==> config.mk <==
export PLATFORM = sky130hd
export DESIGN_NAME = mandelbrot_escape_time_flat
export DESIGN_NICKNAME = d
export VERILOG_FILES = /design/src/rtl/core/met_pkg.sv /design/src/rtl/core/met_if.sv /design/src/rtl/core/mandelbrot_escape_time.sv /design/src/rtl/core/met_engine.sv /design/src/flat_wrapper.sv
export SDC_FILE = /design/constraint.sdc
export NUM_CORES = 2
export LEC_CHECK = 0
export ABC_AREA = 0
export BUFFER_PORTS_ARGS = -buffer_cell sky130_fd_sc_hd__buf_2
export CORE_MARGIN = 2
export CORE_UTILIZATION = 60
export CTS_CLUSTER_DIAMETER = 80
export DETAILED_ROUTE_END_ITERATION = 6
export GPL_ROUTABILITY_DRIVEN = 0
export PLACE_DENSITY = 0.9
export SLEW_MARGIN = 30
export SYNTH_ARGS = -nofsm -noshare
export SYNTH_HDL_FRONTEND = slang
export SYNTH_SLANG_ARGS = --single-unit
==> constraint.sdc <==
create_clock -name clock -period 11.1 [get_ports clock]
set_input_delay 1.11 -clock clock [delete_from_list [all_inputs] [get_ports clock]]
set_output_delay 1.11 -clock clock [all_outputs]
set_load 0.01 [all_outputs]
==> src/rtl/core/met_pkg.sv <==
// Shared types, constants and a helper function of the escape-time block.
package met_pkg;

   localparam int PIX_W       = 12;
   localparam int COUNT_W     = 16;
   localparam int COORD_W     = 32;
   localparam int STEP_W      = 31;
   localparam int PROD_W      = 2 * COORD_W;
   localparam int WIDE_W      = PROD_W + 2;
   localparam int CSR_INDEX_W = 3;
   localparam int CSR_DATA_W  = 32;

   typedef enum logic [CSR_INDEX_W-1:0] {
      CSR_MAX_ITERATIONS = 3'd0,
      CSR_ORIGIN_RE      = 3'd1,
      CSR_ORIGIN_IM      = 3'd2,
      CSR_STEP_RE        = 3'd3,
      CSR_STEP_IM        = 3'd4
   } met_csr_index_type;

   typedef struct packed {
      logic        [COUNT_W-1:0] max_iterations;
      logic signed [COORD_W-1:0] origin_re;
      logic signed [COORD_W-1:0] origin_im;
      logic        [STEP_W-1:0]  step_re;
      logic        [STEP_W-1:0]  step_im;
   } met_cfg_type;

   localparam met_cfg_type CFG_RESET = '{
      max_iterations: 16'd256,
      origin_re:      -32'sd536870912,
      origin_im:      32'sd268435456,
      step_re:        31'd196608,
      step_im:        31'd131072
   };

   // Handshake from the channel logic to the engine.
   typedef struct packed {
      logic start;
      logic ack;
   } met_ctrl_type;

   // Engine status back to the channel logic.
   typedef struct packed {
      logic               idle;
      logic               done;
      logic [COUNT_W-1:0] escape_count;
   } met_status_type;

   localparam logic signed [WIDE_W-1:0] SAT_MAX = WIDE_W'(64'sd2147483647);
   localparam logic signed [WIDE_W-1:0] SAT_MIN = ~SAT_MAX;

   // Clamp a wide signed value into the signed coordinate range.
   function automatic logic signed [COORD_W-1:0] met_sat32(
      input logic signed [WIDE_W-1:0] v);
      logic signed [COORD_W-1:0] r;
      if (v > SAT_MAX) begin
         r = SAT_MAX[COORD_W-1:0];
      end else if (v < SAT_MIN) begin
         r = SAT_MIN[COORD_W-1:0];
      end else begin
         r = v[COORD_W-1:0];
      end
      return r;
   endfunction

endpackage

==> src/rtl/core/met_if.sv <==
// Channel interfaces for pixel requests, results and register writes.
interface met_req_if;
   import met_pkg::*;
   logic             valid;
   logic             ready;
   logic [PIX_W-1:0] col;
   logic [PIX_W-1:0] row;
   modport source(output valid, output col, output row, input ready);
   modport sink(input valid, input col, input row, output ready);
endinterface

interface met_rsp_if;
   import met_pkg::*;
   logic               valid;
   logic               ready;
   logic [COUNT_W-1:0] escape_count;
   logic [PIX_W-1:0]   col_out;
   logic [PIX_W-1:0]   row_out;
   modport source(output valid, output escape_count, output col_out, output row_out,
                  input ready);
   modport sink(input valid, input escape_count, input col_out, input row_out,
                output ready);
endinterface

interface met_csr_if;
   import met_pkg::*;
   logic                   valid;
   logic                   ready;
   logic [CSR_INDEX_W-1:0] index;
   logic [CSR_DATA_W-1:0]  data;
   modport source(output valid, output index, output data, input ready);
   modport sink(input valid, input index, input data, output ready);
endinterface

==> src/rtl/core/mandelbrot_escape_time.sv <==
// Top level of the escape-time block: channels, registers and result buffer.
//
// A pixel request transaction on req_chan carries a column and a row. The
// block maps it to c = (origin_re + col*step_re, origin_im - row*step_im)
// and iterates z = z*z + c from z = 0 until |z|^2 exceeds 4 or
// max_iterations iterations have run. One result transaction on rsp_chan
// returns the escape iteration (0 when the point never escaped) with the
// pixel's column and row. A single 32 x 32 multiplier under a small
// sequencer does all the multiplications: ST_PT_RE, ST_PT_IM and ST_PT_END
// form the point, then each iteration runs ST_SQ_RE, ST_SQ_IM, ST_CROSS and
// ST_UPDATE (three products and one update). One pixel is in the sequencer
// at a time, and req_chan.ready returns in the cycle after the result moves
// out. When the receiver stalls, the block still accepts the next pixel;
// that pixel's result waits in the sequencer until the output register
// drains. Register writes on csr_chan are always accepted and should only
// happen while no pixel is in flight. Reset empties the result buffer,
// returns the sequencer to idle and loads every register with its default.
module mandelbrot_escape_time #(
   parameter int FRAC_BITS = 28
) (
   input logic      clock,
   input logic      reset,
   met_req_if.sink  req_chan,
   met_rsp_if.source rsp_chan,
   met_csr_if.sink  csr_chan
);
   import met_pkg::*;

   met_cfg_type    cfg_ff, cfg_in;
   logic [PIX_W-1:0] col_ff, col_in;
   logic [PIX_W-1:0] row_ff, row_in;
   logic             rsp_valid_ff, rsp_valid_in;
   logic [COUNT_W-1:0] rsp_count_ff, rsp_count_in;
   logic [PIX_W-1:0] rsp_col_ff, rsp_col_in;
   logic [PIX_W-1:0] rsp_row_ff, rsp_row_in;

   met_ctrl_type   eng_ctrl;
   met_status_type eng_status;
   logic           req_take;
   logic           out_free;

   // Register file: writes land immediately; unused indexes are dropped.
   assign csr_chan.ready = 1'b1;

   always_comb begin
      cfg_in = cfg_ff;
      if (csr_chan.valid) begin
         case (csr_chan.index)
            CSR_MAX_ITERATIONS: cfg_in.max_iterations = csr_chan.data[COUNT_W-1:0];
            CSR_ORIGIN_RE:      cfg_in.origin_re      = signed'(csr_chan.data);
            CSR_ORIGIN_IM:      cfg_in.origin_im      = signed'(csr_chan.data);
            CSR_STEP_RE:        cfg_in.step_re        = csr_chan.data[STEP_W-1:0];
            CSR_STEP_IM:        cfg_in.step_im        = csr_chan.data[STEP_W-1:0];
            default:            cfg_in = cfg_ff;
         endcase
      end
   end

   // A request is taken whenever the sequencer is free; the pixel
   // coordinates are held here until its result moves to the output.
   assign req_chan.ready = eng_status.idle;
   assign req_take       = req_chan.valid && eng_status.idle;
   assign col_in         = req_take ? req_chan.col : col_ff;
   assign row_in         = req_take ? req_chan.row : row_ff;

   // The finished result moves into the output register once it is empty
   // or being drained in this same cycle.
   assign out_free       = !rsp_valid_ff || rsp_chan.ready;
   assign eng_ctrl.start = req_take;
   assign eng_ctrl.ack   = eng_status.done && out_free;

   always_comb begin
      rsp_valid_in = rsp_valid_ff;
      rsp_count_in = rsp_count_ff;
      rsp_col_in   = rsp_col_ff;
      rsp_row_in   = rsp_row_ff;
      if (rsp_valid_ff && rsp_chan.ready) begin
         rsp_valid_in = 1'b0;
      end
      if (eng_ctrl.ack) begin
         rsp_valid_in = 1'b1;
         rsp_count_in = eng_status.escape_count;
         rsp_col_in   = col_ff;
         rsp_row_in   = row_ff;
      end
   end

   met_engine #(
      .FRAC_BITS(FRAC_BITS)
   ) u_engine (
      .clock  (clock),
      .reset  (reset),
      .cfg    (cfg_ff),
      .col    (col_ff),
      .row    (row_ff),
      .ctrl   (eng_ctrl),
      .status (eng_status)
   );

   always_ff @(posedge clock) begin
      if (reset) begin
         cfg_ff       <= CFG_RESET;
         rsp_valid_ff <= 1'b0;
      end else begin
         cfg_ff       <= cfg_in;
         rsp_valid_ff <= rsp_valid_in;
      end
   end

   always_ff @(posedge clock) begin
      col_ff       <= col_in;
      row_ff       <= row_in;
      rsp_count_ff <= rsp_count_in;
      rsp_col_ff   <= rsp_col_in;
      rsp_row_ff   <= rsp_row_in;
   end

   assign rsp_chan.valid        = rsp_valid_ff;
   assign rsp_chan.escape_count = rsp_count_ff;
   assign rsp_chan.col_out      = rsp_col_ff;
   assign rsp_chan.row_out      = rsp_row_ff;

`ifndef ASSERT_OFF
   a_accept_starts: assert property (@(posedge clock) disable iff (reset)
      (req_chan.valid && req_chan.ready) |=> !eng_status.idle)
      else $error("accepted request did not start the sequencer");

   a_ack_fills_output: assert property (@(posedge clock) disable iff (reset)
      eng_ctrl.ack |=> (rsp_chan.valid && rsp_chan.escape_count == $past(eng_status.escape_count)))
      else $error("finished result did not reach the output register");

   a_rsp_held: assert property (@(posedge clock) disable iff (reset)
      (rsp_chan.valid && !rsp_chan.ready) |=> (rsp_chan.valid
       && $stable(rsp_chan.escape_count) && $stable(rsp_chan.col_out)
       && $stable(rsp_chan.row_out)))
      else $error("result changed while the receiver stalled");
`endif

endmodule

==> src/rtl/core/met_engine.sv <==
// Sequencer and shared multiplier that compute one pixel's escape count.
module met_engine #(
   parameter int FRAC_BITS = 28
) (
   input  logic                              clock,
   input  logic                              reset,
   input  met_pkg::met_cfg_type              cfg,
   input  logic [met_pkg::PIX_W-1:0]         col,
   input  logic [met_pkg::PIX_W-1:0]         row,
   input  met_pkg::met_ctrl_type             ctrl,
   output met_pkg::met_status_type           status
);
   import met_pkg::*;

   localparam logic signed [WIDE_W-1:0] ESC_LIMIT = WIDE_W'(64'd4 << FRAC_BITS);

   typedef enum logic [2:0] {
      ST_IDLE,
      ST_PT_RE,
      ST_PT_IM,
      ST_PT_END,
      ST_SQ_RE,
      ST_SQ_IM,
      ST_CROSS,
      ST_UPDATE
   } state_type;

   state_type state_ff, state_in;
   logic                      done_ff, done_in;
   logic signed [PROD_W-1:0]  p_ff, p_in;
   logic signed [PROD_W-1:0]  a2_ff, a2_in;
   logic signed [PROD_W-1:0]  b2_ff, b2_in;
   logic signed [COORD_W-1:0] cr_ff, cr_in;
   logic signed [COORD_W-1:0] ci_ff, ci_in;
   logic signed [COORD_W-1:0] zr_ff, zr_in;
   logic signed [COORD_W-1:0] zi_ff, zi_in;
   logic [COUNT_W-1:0]        iter_ff, iter_in;
   logic [COUNT_W-1:0]        count_ff, count_in;

   logic signed [COORD_W-1:0] mul_a;
   logic signed [COORD_W-1:0] mul_b;
   logic signed [PROD_W-1:0]  product;
   logic signed [PROD_W-1:0]  p_shift;
   logic signed [PROD_W-1:0]  cross_shift;
   logic signed [WIDE_W-1:0]  mag_sum;
   logic                      escape;

   // The one multiplier; its operands are chosen by the sequencer.
   always_comb begin
      case (state_ff)
         ST_PT_RE: begin
            mul_a = signed'({{(COORD_W-PIX_W){1'b0}}, col});
            mul_b = signed'({1'b0, cfg.step_re});
         end
         ST_PT_IM: begin
            mul_a = signed'({{(COORD_W-PIX_W){1'b0}}, row});
            mul_b = signed'({1'b0, cfg.step_im});
         end
         ST_SQ_RE: begin
            mul_a = zr_ff;
            mul_b = zr_ff;
         end
         ST_SQ_IM: begin
            mul_a = zi_ff;
            mul_b = zi_ff;
         end
         default: begin
            mul_a = zr_ff;
            mul_b = zi_ff;
         end
      endcase
   end

   assign product     = mul_a * mul_b;
   assign p_shift     = p_ff >>> FRAC_BITS;
   assign cross_shift = p_ff >>> (FRAC_BITS - 1);
   assign mag_sum     = WIDE_W'(a2_ff) + WIDE_W'(b2_ff);
   assign escape      = mag_sum > ESC_LIMIT;

   always_comb begin
      state_in = state_ff;
      done_in  = done_ff;
      p_in     = product;
      a2_in    = a2_ff;
      b2_in    = b2_ff;
      cr_in    = cr_ff;
      ci_in    = ci_ff;
      zr_in    = zr_ff;
      zi_in    = zi_ff;
      iter_in  = iter_ff;
      count_in = count_ff;
      case (state_ff)
         ST_IDLE: begin
            if (done_ff) begin
               if (ctrl.ack) begin
                  done_in = 1'b0;
               end
            end else if (ctrl.start) begin
               state_in = ST_PT_RE;
            end
         end
         ST_PT_RE: begin
            state_in = ST_PT_IM;
         end
         ST_PT_IM: begin
            cr_in    = met_sat32(WIDE_W'(cfg.origin_re) + WIDE_W'(p_ff));
            state_in = ST_PT_END;
         end
         ST_PT_END: begin
            ci_in    = met_sat32(WIDE_W'(cfg.origin_im) - WIDE_W'(p_ff));
            zr_in    = '0;
            zi_in    = '0;
            iter_in  = '0;
            state_in = ST_SQ_RE;
         end
         ST_SQ_RE: begin
            if (iter_ff == cfg.max_iterations) begin
               count_in = '0;
               done_in  = 1'b1;
               state_in = ST_IDLE;
            end else begin
               state_in = ST_SQ_IM;
            end
         end
         ST_SQ_IM: begin
            a2_in    = p_shift;
            state_in = ST_CROSS;
         end
         ST_CROSS: begin
            b2_in    = p_shift;
            state_in = ST_UPDATE;
         end
         ST_UPDATE: begin
            if (escape) begin
               count_in = iter_ff;
               done_in  = 1'b1;
               state_in = ST_IDLE;
            end else begin
               zr_in    = met_sat32(WIDE_W'(a2_ff) - WIDE_W'(b2_ff) + WIDE_W'(cr_ff));
               zi_in    = met_sat32(WIDE_W'(cross_shift) + WIDE_W'(ci_ff));
               iter_in  = iter_ff + COUNT_W'(1);
               state_in = ST_SQ_RE;
            end
         end
         default: begin
            state_in = ST_IDLE;
         end
      endcase
   end

   always_ff @(posedge clock) begin
      p_ff     <= p_in;
      a2_ff    <= a2_in;
      b2_ff    <= b2_in;
      cr_ff    <= cr_in;
      ci_ff    <= ci_in;
      zr_ff    <= zr_in;
      zi_ff    <= zi_in;
      iter_ff  <= iter_in;
      count_ff <= count_in;
      if (reset) begin
         state_ff <= ST_IDLE;
         done_ff  <= 1'b0;
      end else begin
         state_ff <= state_in;
         done_ff  <= done_in;
      end
   end

   assign status.idle         = (state_ff == ST_IDLE) && !done_ff;
   assign status.done         = done_ff;
   assign status.escape_count = count_ff;

`ifndef ASSERT_OFF
   a_start_only_idle: assert property (@(posedge clock) disable iff (reset)
      ctrl.start |-> (state_ff == ST_IDLE && !done_ff))
      else $error("start seen while the engine is busy");

   a_escape_count: assert property (@(posedge clock) disable iff (reset)
      (state_ff == ST_UPDATE && escape) |=> (done_ff && count_ff == $past(iter_ff)))
      else $error("escape did not report the current iteration");

   a_limit_zero: assert property (@(posedge clock) disable iff (reset)
      (state_ff == ST_SQ_RE && iter_ff == cfg.max_iterations)
      |=> (done_ff && count_ff == '0))
      else $error("non-escaping pixel did not report zero");

   a_iter_bound: assert property (@(posedge clock) disable iff (reset)
      (state_ff == ST_SQ_RE || state_ff == ST_SQ_IM || state_ff == ST_CROSS
       || state_ff == ST_UPDATE) |-> (iter_ff <= cfg.max_iterations))
      else $error("iteration counter ran past the limit");
`endif

endmodule
==> src/flat_wrapper.sv <==
// flat-port wrapper written by rule: the top's interface ports become plain ports
module mandelbrot_escape_time_flat import met_pkg::*;
#(
   parameter int FRAC_BITS = 28
)
  (clock, reset, req_chan_valid, req_chan_col, req_chan_row, req_chan_ready, rsp_chan_valid, rsp_chan_escape_count, rsp_chan_col_out, rsp_chan_row_out, rsp_chan_ready, csr_chan_valid, csr_chan_index, csr_chan_data, csr_chan_ready);
  met_req_if req_chan_i ();
  met_rsp_if rsp_chan_i ();
  met_csr_if csr_chan_i ();
  input logic clock;
  input logic reset;
  input wire logic [$bits(req_chan_i.valid)-1:0] req_chan_valid;
  input wire logic [$bits(req_chan_i.col)-1:0] req_chan_col;
  input wire logic [$bits(req_chan_i.row)-1:0] req_chan_row;
  output wire logic [$bits(req_chan_i.ready)-1:0] req_chan_ready;
  output wire logic [$bits(rsp_chan_i.valid)-1:0] rsp_chan_valid;
  output wire logic [$bits(rsp_chan_i.escape_count)-1:0] rsp_chan_escape_count;
  output wire logic [$bits(rsp_chan_i.col_out)-1:0] rsp_chan_col_out;
  output wire logic [$bits(rsp_chan_i.row_out)-1:0] rsp_chan_row_out;
  input wire logic [$bits(rsp_chan_i.ready)-1:0] rsp_chan_ready;
  input wire logic [$bits(csr_chan_i.valid)-1:0] csr_chan_valid;
  input wire logic [$bits(csr_chan_i.index)-1:0] csr_chan_index;
  input wire logic [$bits(csr_chan_i.data)-1:0] csr_chan_data;
  output wire logic [$bits(csr_chan_i.ready)-1:0] csr_chan_ready;
  assign req_chan_i.valid = req_chan_valid;
  assign req_chan_i.col = req_chan_col;
  assign req_chan_i.row = req_chan_row;
  assign req_chan_ready = req_chan_i.ready;
  assign rsp_chan_valid = rsp_chan_i.valid;
  assign rsp_chan_escape_count = rsp_chan_i.escape_count;
  assign rsp_chan_col_out = rsp_chan_i.col_out;
  assign rsp_chan_row_out = rsp_chan_i.row_out;
  assign rsp_chan_i.ready = rsp_chan_ready;
  assign csr_chan_i.valid = csr_chan_valid;
  assign csr_chan_i.index = csr_chan_index;
  assign csr_chan_i.data = csr_chan_data;
  assign csr_chan_ready = csr_chan_i.ready;
  mandelbrot_escape_time #(.FRAC_BITS(FRAC_BITS)) u_core (.clock(clock), .reset(reset), .req_chan(req_chan_i), .rsp_chan(rsp_chan_i), .csr_chan(csr_chan_i));
endmodule
==> reports/metrics.cfg <==
[logic_synthesis]
syn_area_um2 = 69500
synth-simple-area-share = 0.141
yosys-mux-area-fraction = 0.00268
yosysSeqAreaShare = 0.189
synth_top_area_frac = 0.323
synth_ff_type = edfxtp_1
synthXorXnorAreaFrac = 0.0352
synth_cell_type_count = 97
synth.largest_area_cell = fa_1
synth_top_family_by_area = adder cells
ys.warnings.count = 0
synth_edf_count = 296
synth_area_per_cell_um2 = 8.97
async_reset_ff_frac = 0
synth-seq-cells = 507
synthAdderAreaFrac = 0.407
synth_nets = 9399
synthCells = 7750
synth_compound_area_frac = 0.135
synth_area_leaders = fa_1 32%, edfxtp_1 13%, ha_1 8.3%

[setup_path]
cp_max_fo = 42
crit_path_frequent_cell = fa_1
cp.required_ns = 11.57
crit_arrival_ns = 11.41
end_kind = flop
crit_type = reg2reg
max_stage_delay_ns = 1.06
critPathTopFamily = adder cells
cp_num_buf_inv = 7
worst_path_max_delay_cell = fa_1
crit_path_start_kind = flop

[die]
start_util = 0.606
die_h_um = 344
rows = 124
pin_count = 107
fp.dieW_um = 344
dieArea_um2 = 119000
core_area_um2 = 115000

[grt]
antenna_found_initial = 24
grt_start_max_net_pins = 87
grt.total_usage = 0.389
grt-ovfl-total = 0
first_global_vias = 63400
grt_pass1_wl_um = 351000

[timing]
timing.final.crit_period_ns = 10.93
setup-violations-final = 0
fin_skew_ns = 0.0389
fmax_mhz = 91.5
fin_crit_sh = 0.985
slew_headroom = 0.333
tightest_slew_ns = 0.975
final_hold_viol_count = 0
drv_slew = 0
setup-tns-final_ns = 0
rsz0062_at_grt = false

[finish]
nFillCells = 8160
mostFrequentLayoutCell = inv_1
layout_common_cells = 1313 x inv_1, 1122 x fa_1, 977 x nand2_1, 734 x nor2_1, 463 x ha_1
nNetsFinal = 9357
syn_to_final_growth_pct = 6.30
drive_gt1_frac = 0.0595

[hold_path]
hold_class = reg2reg

[detailed_routing]
post_drt_wl_per_cell_um = 24.6
dr.pass1.iters = 7
drc = 37
routed_wl_um = 228000
first_iter_violations = 8165
drtAntennaViolNets = 0
via_per_inst = 6.54
vias = 60700

[clocking]
cts_root_buffer = clkbuf_16
clockBufferDepth = 3
numCtsBuffers = 48
path_clk_slew_ns = 0.07
cts_sinks = 507
htree_levels = 2
clk_latency_ns = 0.63
cts_tree = done

[job]
cap_violations = 0

[run_status]
outcome = complete, but fails checks
violations = design-rule violations

[placement]
hpwl_um = 173000
numPortBuffers = 105

==> path summary, 6_finish.rpt <==
kind / from / endpoint / slack, ns / depth (start not counted)
worst min register to register: u_core.u_engine.count_ff[9] / u_core.rsp_chan.escape_count[9] / 0.42 / 0
worst min-delay path: u_core.u_engine.count_ff[9] / u_core.rsp_chan.escape_count[9] / 0.42 / 0
worst max register to register: u_core.u_engine.state_ff[0] / u_core.u_engine.p_ff[56] / 0.17 / 31
worst max-delay path: u_core.u_engine.state_ff[0] / u_core.u_engine.p_ff[56] / 0.17 / 31
==> final cells by class <==
type / count / area [um2] / share of cell area
inverters: 1314 / 4940 / 0.0668
repair buffers: 265 / 1800 / 0.0244
clock buffers: 75 / 1520 / 0.0206
diodes: 21 / 52.6 / 0.000712
flip-flops and latches: 507 / 13100 / 0.178
clock inverters: 15 / 149 / 0.00202
multi-input cells: 5572 / 50400 / 0.682
well taps: 1512 / 1890 / 0.0256
==> cell usage after synthesis, drive strengths merged, types with 41 or more instances <==
library cell / instances
nor3: 63
and3: 50
o21a: 72
xor2: 117
nor2b: 67
fa: 1122
a211oi: 41
a21oi: 427
nand3: 68
inv: 1314
nand2b: 67
nor2: 737
clkbuf: 323
a31oi: 48
nand2: 977
o211ai: 43
a22oi: 46
a21o: 159
dfxtp: 211
edfxtp: 296
o21bai: 55
ha: 463
xnor2: 162
nand4: 64
o21ai: 261
==> repair_timing <==
| action | CTS | global route |
|---|---|---|
| resized for setup | 0 | 11 |
| setup buffers | 0 | 4 |
| hold buffers | 0 | 0 |
| setup endpoints to repair | 0 | 5 |
==> metal layers <==
layer,up-vias,track usage,wire (um)
met5,-,0.00881,276
met4,24,0.343,26200
met3,1933,0.160,36600
met2,5234,0.570,95600
met1,28700,0.436,69800
li1,24900,-,-
==> kinds of logic after synthesis <==
family          after synthesis
xor+xnor                    279
compound gates             1428
buf+inv                    1671
simple gates               2261
fa+ha+maj                  1585
flops                       507
mux                          18
other cells                   1
==> per-stage QoR <==
step	cells	hold WS, ns	util	setup slack [ns]	instance area [um2]
2_1_floorplan	7750	0.400	-	0.410	69500
3_3_place_gp	9160	0.402	0.627	0.732	71900
3_5_place_dp	9164	0.405	0.628	0.328	72000
4_1_cts	9254	0.420	0.642	0.225	73600
5_1_grt	9263	0.427	0.644	0.0920	73800
6_report	9281	0.419	0.644	0.167	73900
==> sequential cells by signal (all words and copies together) (netlist names), 3 cells and up <==
name,count
u_core.u_engine.iter_ff,16
u_core.u_engine.a2_ff,36
u_core.col_ff,12
u_core.rsp_chan.escape_count,16
u_core.u_engine.p_ff,64
u_core.rsp_chan.col_out,12
u_core.row_ff,12
u_core.rsp_chan.row_out,12
u_core.u_engine.zi_ff,32
u_core.u_engine.ci_ff,32
u_core.u_engine.state_ff,3
u_core.u_engine.count_ff,16
u_core.u_engine.zr_ff,32
u_core.u_engine.cr_ff,32
u_core.cfg_ff,142
u_core.u_engine.b2_ff,36
Power is left out: the tool's default activity adds up to more than one toggle a clock period on the data nets, which glitch-free logic cannot reach.
